### src/bab_pkg.sv
`default_nettype none

package bab_pkg;

  // bitmap word geometry
  localparam int WORD_W = 64;
  localparam int WORD_LG = 6;

  // block number space of the block and allocated_block fields
  localparam int BLOCK_SPACE = 4096;
  localparam int MAX_BLOCKS_DEF = 4096;

  // field widths
  localparam int CMD_W = 2;
  localparam int BLK_W = 12;
  localparam int NUM_W = 13;
  localparam int RSV_W = 12;
  localparam int STAT_W = 2;
  localparam int CFG_IDX_W = 1;
  localparam int CFG_DATA_W = 13;

  // register reset values
  localparam logic [NUM_W-1:0] NUM_BLOCKS_RST = 13'd4096;
  localparam logic [RSV_W-1:0] RSV_BLOCKS_RST = 12'd1;

  // register indexes
  localparam logic [CFG_IDX_W-1:0] CFG_NUM_BLOCKS = 1'b0;
  localparam logic [CFG_IDX_W-1:0] CFG_RESERVED = 1'b1;

  typedef enum logic [CMD_W-1:0] {
    CMD_ALLOC  = 2'd0,
    CMD_FREE   = 2'd1,
    CMD_OCCUPY = 2'd2,
    CMD_FORMAT = 2'd3
  } cmd_t;

  typedef enum logic [STAT_W-1:0] {
    STAT_OK    = 2'd0,
    STAT_RANGE = 2'd1,
    STAT_FULL  = 2'd2
  } stat_t;

  typedef enum logic [2:0] {
    S_INIT,
    S_IDLE,
    S_ALLOC,
    S_RMW_RD,
    S_RMW_WR,
    S_FORMAT,
    S_DONE
  } fsm_state_t;

  // controller to datapath
  typedef struct packed {
    logic  load;
    logic  scan;
    logic  rmw_rd;
    logic  rmw_wr;
    logic  sweep_init;
    logic  sweep_fmt;
    logic  set_res;
    stat_t res_code;
    logic  out_load;
  } dp_ctrl_t;

  // datapath to controller
  typedef struct packed {
    logic issue_ok;
    logic chk_valid;
    logic found;
    logic in_range;
    logic sweep_last;
  } dp_flags_t;

endpackage

`default_nettype wire

### src/bab_ctrl.sv
`default_nettype none

module bab_ctrl (
  input  logic                      clk,
  input  logic                      rst,
  input  logic                      in_valid,
  output logic                      in_ready,
  input  logic [bab_pkg::CMD_W-1:0] cmd,
  output logic                      out_valid,
  input  logic                      out_ready,
  output bab_pkg::dp_ctrl_t         ctl,
  input  bab_pkg::dp_flags_t        flags
);
  import bab_pkg::*;

  fsm_state_t state, state_next;
  logic       out_valid_next;

  // state and output beat flag
  always_ff @(posedge clk) begin
    if (rst) begin
      state     <= S_INIT;
      out_valid <= 1'b0;
    end else begin
      state     <= state_next;
      out_valid <= out_valid_next;
    end
  end

  // next state and datapath commands
  always_comb begin
    state_next = state;
    ctl        = '0;
    in_ready   = 1'b0;
    case (state)
      S_INIT: begin
        ctl.sweep_init = 1'b1;
        if (flags.sweep_last) state_next = S_IDLE;
      end
      S_IDLE: begin
        in_ready = 1'b1;
        if (in_valid) begin
          ctl.load = 1'b1;
          case (cmd_t'(cmd))
            CMD_ALLOC:  state_next = S_ALLOC;
            CMD_FREE:   state_next = S_RMW_RD;
            CMD_OCCUPY: state_next = S_RMW_RD;
            CMD_FORMAT: state_next = S_FORMAT;
            default:    state_next = S_IDLE;
          endcase
        end
      end
      S_ALLOC: begin
        ctl.scan = 1'b1;
        if (flags.chk_valid && flags.found) begin
          state_next = S_DONE;
        end else if (!flags.chk_valid && !flags.issue_ok) begin
          ctl.set_res  = 1'b1;
          ctl.res_code = STAT_FULL;
          state_next   = S_DONE;
        end
      end
      S_RMW_RD: begin
        if (flags.in_range) begin
          ctl.rmw_rd = 1'b1;
          state_next = S_RMW_WR;
        end else begin
          ctl.set_res  = 1'b1;
          ctl.res_code = STAT_RANGE;
          state_next   = S_DONE;
        end
      end
      S_RMW_WR: begin
        ctl.rmw_wr = 1'b1;
        state_next = S_DONE;
      end
      S_FORMAT: begin
        ctl.sweep_fmt = 1'b1;
        if (flags.sweep_last) state_next = S_DONE;
      end
      S_DONE: begin
        if (!out_valid || out_ready) begin
          ctl.out_load = 1'b1;
          state_next   = S_IDLE;
        end
      end
      default: state_next = S_IDLE;
    endcase
  end

  // output beat pending until taken
  always_comb begin
    if (ctl.out_load) out_valid_next = 1'b1;
    else if (out_ready) out_valid_next = 1'b0;
    else out_valid_next = out_valid;
  end

endmodule

`default_nettype wire

### config.mk
export PLATFORM = sky130hd
export DESIGN_NAME = bab_ctrl
export DESIGN_NICKNAME = d
export VERILOG_FILES = /design/src/bab_pkg.sv /design/src/bab_ctrl.sv
export SDC_FILE = /design/constraint.sdc
export NUM_CORES = 1
export LEC_CHECK = 0
export BUFFER_PORTS_ARGS = -buffer_cell sky130_fd_sc_hd__clkbuf_2
export CORE_AREA = 2 2 39 41
export DETAILED_ROUTE_END_ITERATION = 12
export DIE_AREA = 0 0 41 43
export PLACE_DENSITY = 0.66
export REMOVE_ABC_BUFFERS = 1
export SLEW_MARGIN = 20
export SYNTH_ARGS = -nofsm -noshare
export SYNTH_HDL_FRONTEND = slang
export SYNTH_SLANG_ARGS = --single-unit
### constraint.sdc
create_clock -name clk -period 1.34 [get_ports clk]
set_input_delay 0 -clock clk [delete_from_list [all_inputs] [get_ports clk]]
set_output_delay 0 -clock clk [all_outputs]
set_load 0.03 [all_outputs]
[After elaboration in Yosys (flattened, before gate mapping)]
Index checks and enable logic that the tools add are counted.
Storage, ports and cells
  register bits: 4
  input bits: 11
  output and inout port bits: 12
  logic and storage cells: 53
Cells by class
  equal/unequal tests: 14
  multiplexer cells: 26
  reduce and logical (&&, ||, !) cells: 11
Operators by type and width (count)
  $mux 3: 9
  $pmux 3 s7: 1
  $mux 1: 13
  $eq 3x3->1 const B: 3
  $pmux 3 s3: 1
  $ne 2x2->1 const B: 4
  $eq 3x2->1 const B: 2
  $pmux 3 s2: 1
  $reduce_and 5->1: 1
  $eq 2x2->1 const B: 2
  $eq 3x1->1 const B: 1
  $logic_not 1->1: 3
  $logic_not 3->1: 1
  $ne 3x3->1 const B: 1
  $eq 2x1->1 const B: 1
  $logic_and 1x1->1: 2
  $logic_not 2->1: 1
  $mux 2: 1
  $reduce_bool 2->1: 1
  $reduce_or 2->1: 1
  $logic_or 1x1->1: 1

[Logic depth before layout (Yosys ltp)]
Gate-level depths: netlist of the first run.
  depth in word-level cells: 5
  depth in mapped cells: 5
  depth with buffers taken out: 4

[Worst setup path before layout of the first run]
Ideal clock, no wire load.
  path type: reg2out
  start: register state[1]
  end: output ctl[9] in the netlist's numbering
  data arrival time: 1.710 ns
  required time: 1.340 ns
  path slack: -0.370 ns
  stages on the path, launching flop included: 5
  buffers on the path: 2
  path through: dfxtp_1 -> buf_2 -> clkbuf_1 -> nor3_1 -> and2_1
RTL lines
  start, declared: line bab_ctrl.sv:16  | fsm_state_t state, state_next;
  start signal, assigned: line bab_ctrl.sv:25  | state <= state_next;
  end, declared: line bab_ctrl.sv:11  | output bab_pkg::dp_ctrl_t ctl,

==> results of run 1 <==
==> per-layer routing <==
| layer | wire length (microns) | part of all wire (%) |
|---|---|---|
| met1 | 560 | 41 |
| met2 | 657 | 48 |
| met3 | 136 | 9.9 |
| met4 | 12 | 0.88 |
| met5 | 0 | 0 |
==> tightest hold or removal path, stage by stage <==
cell and delay (ns):
clkbuf_2 0.10, nor2_1 0.04, o21ai_1 0.12, a21oi_1 0.06
==> registers in the layout (all words and copies together) (netlist names) <==
| signal | cells |
|---|---|
| out_valid | 1 |
| state | 3 |
==> timing repair <==
action                     CTS  global route
setup endpoints to repair    4             9
setup buffers                5             2
resized for setup            8            21
cloned                       0             0
hold buffers                 1             0
hold endpoints to repair     1             0
pin swaps                    0             6
==> final cells by class <==
| type | count | area, sq um |
|---|---|---|
| tap | 16 | 20.02 |
| clock buffer | 3 | 22.52 |
| timing repair buffer | 34 | 231.5 |
| fill | 132 | 698.2 |
| multi-input combinational | 49 | 311.5 |
| sequential | 4 | 88.84 |
| inverter | 3 | 11.26 |
==> cell usage in the layout, fill, tap and decap left out <==
| master | Yosys | layout |
|---|---|---|
| o21ai_0 | 2 | 2 |
| nor2_4 | 0 | 1 |
| nand2_2 | 0 | 1 |
| o41ai_1 | 1 | 1 |
| dfxtp_4 | 0 | 2 |
| buf_4 | 1 | 11 |
| and2_1 | 1 | 1 |
| or2b_1 | 1 | 1 |
| and2b_1 | 1 | 1 |
| or2_1 | 2 | 2 |
| inv_1 | 2 | 2 |
| nor2_1 | 11 | 9 |
| o31ai_2 | 0 | 1 |
| nor2b_1 | 1 | 1 |
| a311o_1 | 1 | 1 |
| nor2_2 | 0 | 1 |
| nor3_2 | 0 | 1 |
| clkbuf_4 | 0 | 3 |
| clkbuf_2 | 0 | 17 |
| and3_1 | 2 | 2 |
| o21ai_1 | 1 | 1 |
| dlygate4sd3_1 | 0 | 1 |
| a21oi_1 | 5 | 5 |
| buf_2 | 3 | 1 |
| nor3_1 | 2 | 1 |
| inv_2 | 1 | 1 |
| nand2b_1 | 2 | 2 |
| nand3b_1 | 2 | 2 |
| a211oi_1 | 1 | 1 |
| nand2_1 | 6 | 5 |
| buf_8 | 0 | 1 |
| a31oi_1 | 1 | 1 |
| a2bb2oi_2 | 0 | 1 |
| a311oi_1 | 2 | 2 |
| dfxtp_1 | 4 | 1 |
| buf_6 | 0 | 3 |
| dfxtp_2 | 0 | 1 |
| mux2_1 | 1 | 1 |
| or3_4 | 0 | 1 |
==> cell families (layout without fill, tap and decap cells) <==
| group | after synthesis | count (layout) | share of synthesized area (%) |
|---|---|---|---|
| multiplexers | 1 | 1 | 2.848 |
| AND/OR/NAND/NOR | 32 | 32 | 40.51 |
| flip-flops | 4 | 4 | 20.25 |
| AO/OA/AOI/OAI | 16 | 16 | 26.90 |
| buffers and inverters | 8 | 40 | 9.492 |
==> stage by stage <==
step           util, %  worst slack, ns  cells  hold slack, ns
6_report         49.55        -0.009445    109          0.1301
3_5_place_dp     38.25          0.07689     98          0.2459
5_1_grt          49.55         -0.07102    109          0.1486
4_1_cts          44.94         -0.03709    107          0.1269
2_1_floorplan        -          -0.3669     56         0.06907
3_3_place_gp     38.25          0.08281     98          0.2485
==> power groups by stage <==
stage                     clock [mW]  sequential, mW  combinational [mW]
after floorplan                    0           0.252               0.440
after global placement             0           0.207               0.703
after detailed placement           0           0.210               0.709
after CTS                      0.157           0.218               0.823
after global routing           0.162           0.241                1.03
final                          0.149           0.235               0.964
==> path summary, 6_finish.rpt <==
check / start / end / slack [ns]
worst max-delay path: state[0]$_SDFFE_PP0P_ / ctl[3] / -0.009
worst min-delay path: flags[1] / state[1]$_SDFFE_PP0P_ / 0.13
worst max register to register: state[2]$_SDFFE_PP0P_ / state[0]$_SDFFE_PP0P_ / 0.03
worst min register to register: out_valid$_SDFFE_PP0P_ / out_valid$_SDFFE_PP0P_ / 0.59
==> flow_summary.toml, run 1 <==
[run_status]
status = "finished with violations"
failed_checks = "negative setup slack"

[global_route]
grt_most_used_layer = "met2"
antenna_found_initial = 0
met1_usage_pct = 21.68
grt_max_degree = 11
grtUsageTotal_pct = 16.50
grt_pass1_vias = 476
grtUsageMet3_pct = 7.853
overflow = 0
grt_pass1_wl_microns = 1959
met2_usage_pct = 24.06

[setup_path]
critical_path_depth = 6
cp-start-kind = "flop"
worst_r2r_path_depth = 3
crit_slowest_cell = "dfxtp_4"
cp.arrival_ns = 1.35
slowest_delay_ns = 0.35
critPathCaptureType = "output port"
crit_chain = "buf_6 > and2b_1 > nand2_1 > nor2_1 > or2_1 > buf_8"
crit_type = "reg2out"
critPathRequiredTime_ns = 1.34
path_buf_inv = 2
path_delay_family = "simple AND/OR/NAND/NOR gates"
cp_max_fo = 4

[sta]
period_needed_ns = 1.349
setup_violations = 1
hold_viol = 0
clock.fmax_mhz = 741.0
relSlewSlack_pct = 81.34
skew_ns = 0.002742
drv_slew = 0
tns_ns = -0.009445
tightest_slew_ns = 0.2763
finalWorstSetupSlack_ns = -0.009445
min_period_over_period_pct = 100.7
rsz0062_at_grt = "yes"

[logic_synthesis]
seq_area_frac_synth_pct = 20.25
synth_cells = 61
synth_top_area_share_pct = 20.25
synthTopCellsByArea = "dfxtp_1 20%, nor2_1 10%, a21oi_1 6.3%, nand2_1 5.7%, a311oi_1 4.4%"
ys_warn_count = 0
ys.flop_type = "dfxtp_1"
yosysMostFrequentCell = "nor2_1"
yosysTopAreaCell = "dfxtp_1"
synth_top_cells_by_count = "11 x nor2_1, 6 x nand2_1, 5 x a21oi_1"
ys_ff_latch = 4
synth.avg_cell_area_sq_um = 6.482
synth_area_sq_um = 395.4
synth_edf_count = 0
async_flop_share_pct = 0
yosysUniqueCellTypes = 29

[power_and_ir_drop]
clockPowerShare_pct = 11.1
p_switching_mw = 0.6363
internal_power_mw = 0.7122
pwr-share-comb_pct = 71.5
swShare_pct = 47.18
power_leakage_nw = 0.3338
peakVddDrop_v = 0.001005
p_seq_share_pct = 17.4
finalPower_mw = 1.349
p_per_area_nw_per_um2 = 1967

[detailed_routing]
vias = 562
wl_per_cell_microns = 12.54
first_pass_iters = 5
vias_per_cell = 5.156
drc_errors = 0
drtAntennaViolNets = 0
drtIter0Drc = 12
wl_microns = 1367

[placed_design]
io_buffers = 22
hpwl_microns = 861.5
place_area_sq_um = 529.3
gp_congestion = 0.8962

[final_layout]
area_growth_pct = 73.42
layout.nets = 106
drive_gt1_share_pct = 50.54
antennaDiodeCount = 0
finalInstanceArea_sq_um = 685.7

[hold_path]
hold_depth = 4
hold_path.class = "in2reg"

[die]
start_util_pct = 28.57
core-area_sq_um = 1384
num_rows = 14
fp.dieH_microns = 43
dieArea_sq_um = 1763
die_w_microns = 41
ios = 23

[cts]
clock_path_buffers = 2
clkTransAtPathRegs_ns = 0.04
cts_tree = "yes"
htree_levels = 1
cts_root_buffer = "clkbuf_4"
clock-sinks = 4
numCtsBuffers = 3
clk_latency_ns = 0.23

[flow_run]
drv_cap = 0
Note: power is estimated with default switching activity, not from simulation.
==> run 2, diff against run 1 <==
ABC_AREA = 1   (was default)
PLACE_DENSITY = 0.74   (was 0.66)
==> flow_summary.toml, run 2 <==
[run_status]
status = "finished, final reports clean"

[final_layout]
fill_cells = 155
layout.nets = 117
area_growth_pct = 37.15
final_cells = 120
ff_latch_area_sq_um = 86.33
layout_commonest_cell = "clkbuf_2"
finalInstanceArea_sq_um = 674.4
antennaDiodeCount = 0
largest-register = "state"
final_cell_mix = "20 x clkbuf_2, 13 x nor2_1, 11 x inv_1"
multiInputGateArea_sq_um = 304.0
largest_reg_flops = 3
drive_gt1_share_pct = 47.12
top_regs = "state: 3 flops, out_valid: 1 flops"

[die]
ios = 23
dieArea_sq_um = 1763
start_util_pct = 35.53
core-area_sq_um = 1384
die_w_microns = 41
num_rows = 14
fp.dieH_microns = 43

[placed_design]
hpwl_microns = 909
gp_congestion = 0.9095
post-place-ws_ns = 0.002143
place_inst = 115
io_buffers = 22
place_area_sq_um = 615.6

[power_and_ir_drop]
p_per_area_nw_per_um2 = 2309
power_leakage_nw = 0.3790
peakVddDrop_v = 0.0009437

[setup_path]
cp_max_fo = 8
cp-start-kind = "flop"
crit_type = "reg2out"
critPathCaptureType = "output port"
critPathRequiredTime_ns = 1.34
cp.arrival_ns = 1.27

[cts]
clkTransAtPathRegs_ns = 0.04
cts_root_buffer = "clkbuf_4"
cts_tree = "yes"
clk_latency_ns = 0.25
clock-sinks = 4
numCtsBuffers = 3
htree_levels = 1
clock_path_buffers = 2

[sta]
finalWorstSetupSlack_ns = 0.07394
hold_viol = 0
relSlewSlack_pct = 88.12
whs_ns = 0.05317
min_period_over_period_pct = 94.48
tns_ns = 0
drv_slew = 0
tightest_slew_ns = 0.1774
clock.fmax_mhz = 789.9
setup_violations = 0
skew_ns = 0.005112
period_needed_ns = 1.266

[logic_synthesis]
synth_top_cells_by_count = "13 x nor2_1, 12 x inv_1, 10 x nand2_1, 10 x nand3_1, 4 x dfxtp_1"
seq_area_frac_synth_pct = 16.28
synth.avg_cell_area_sq_um = 6.304
ys.flop_type = "dfxtp_1"
synthTopCellsByArea = "dfxtp_1 16%, nand3_1 10%, nor2_1 9.9%, inv_1 9.2%, nand2_1 7.6%"
synth_cells = 78
async_flop_share_pct = 0
yosysTopAreaCell = "dfxtp_1"
yosysMostFrequentCell = "nor2_1"
synth_area_sq_um = 491.7
ys_ff_latch = 4
ys_warn_count = 0
yosysUniqueCellTypes = 23
synth_top_area_share_pct = 16.28
synth_edf_count = 0

[detailed_routing]
vias = 570
vias_per_cell = 4.750
first_pass_iters = 4
wl_per_cell_microns = 9.317
drtAntennaViolNets = 0
drtIter0Drc = 12
drc_errors = 0
wl_microns = 1118

[hold_path]
hold_path.class = "in2reg"

[global_route]
grt_pass1_wl_microns = 1863
antenna_found_initial = 0
overflow = 0
grtUsageTotal_pct = 15.38
grt_pass1_vias = 467
grt_max_degree = 10

[flow_run]
drv_cap = 0
-- run 2: cell types whose count changed in the layout (fill, tap and decap cells not counted), moves of 3 or more --
cell | before | now
nor2_1 | 9 | 13
nand2_1 | 5 | 10
buf_4 | 11 | 4
clkbuf_2 | 17 | 20
nand3_1 | 0 | 10
inv_1 | 2 | 11
-- run 2: critical path: stages, from the launching register on --
cell and delay, ns:
dfxtp_2 0.34, buf_12 0.14, nor3_4 0.20, buf_4 0.15, clkbuf_2 0.19
-- run 2: metal layers --
layer	up-vias	part of all wire, %	global-route usage [%]
li1	304	-	-
met1	251	44	21.29
met2	13	50	22.50
met3	2	3.8	1.571
met4	0	1.6	8.000
met5	-	0	0
-- run 2: cells by family (layout without fill, tap and decap cells) --
logic type             Yosys count  in the layout  share of synthesized area, %
AO/OA/AOI/OAI                    9              9                         10.43
buffers and inverters           20             46                         22.64
flip-flops                       4              4                         16.29
AND/OR/NAND/NOR                 45             45                         50.64
-- run 2: worst paths after layout --
path         slack [ns]  cells after the start                     end              startpoint
max                0.07                      4                  ctl[8]   state[0]$_SDFFE_PP0P_
max reg2reg        0.09                      8   state[0]$_SDFFE_PP0P_   state[0]$_SDFFE_PP0P_
min reg2reg        0.50                      2  out_valid$_SDFFE_PP0P_  out_valid$_SDFFE_PP0P_
min                0.05                      4  out_valid$_SDFFE_PP0P_               out_ready
-- run 2: area by class of cell --
class,count,area share (%)
clock buffers,3,3.340
well taps,16,2.968
multi-input cells,54,45.08
repair buffers,27,25.42
inverters,16,10.39
flip-flops and latches,4,12.80
-- run 2: where the power goes --
part | switching [mW] | leakage [nW] | internal (mW)
Clock | 0.0622 | 0.0138 | 0.101
Combinational | 0.707 | 0.331 | 0.428
Sequential | 0.0828 | 0.0342 | 0.177
Total | 0.852 | 0.379 | 0.705
-- run 2: repair_timing --
| action | CTS | global route |
|---|---|---|
| setup endpoints to repair | 5 | 3 |
| pin swaps | 1 | 1 |
| buffers inserted | 1 | 0 |
| resized for setup | 4 | 9 |
| hold buffers | 1 | 0 |
| endpoints found under the hold margin | 2 | 0 |
-- run 2: metrics by stage --
stage | util [%] | power, mW
6_report | 48.73 | 1.557
3_3_place_gp | 44.48 | 1.331
2_1_floorplan | - | 1.036
4_1_cts | 47.83 | 1.550
5_1_grt | 48.73 | 1.692
3_5_place_dp | 44.48 | 1.348
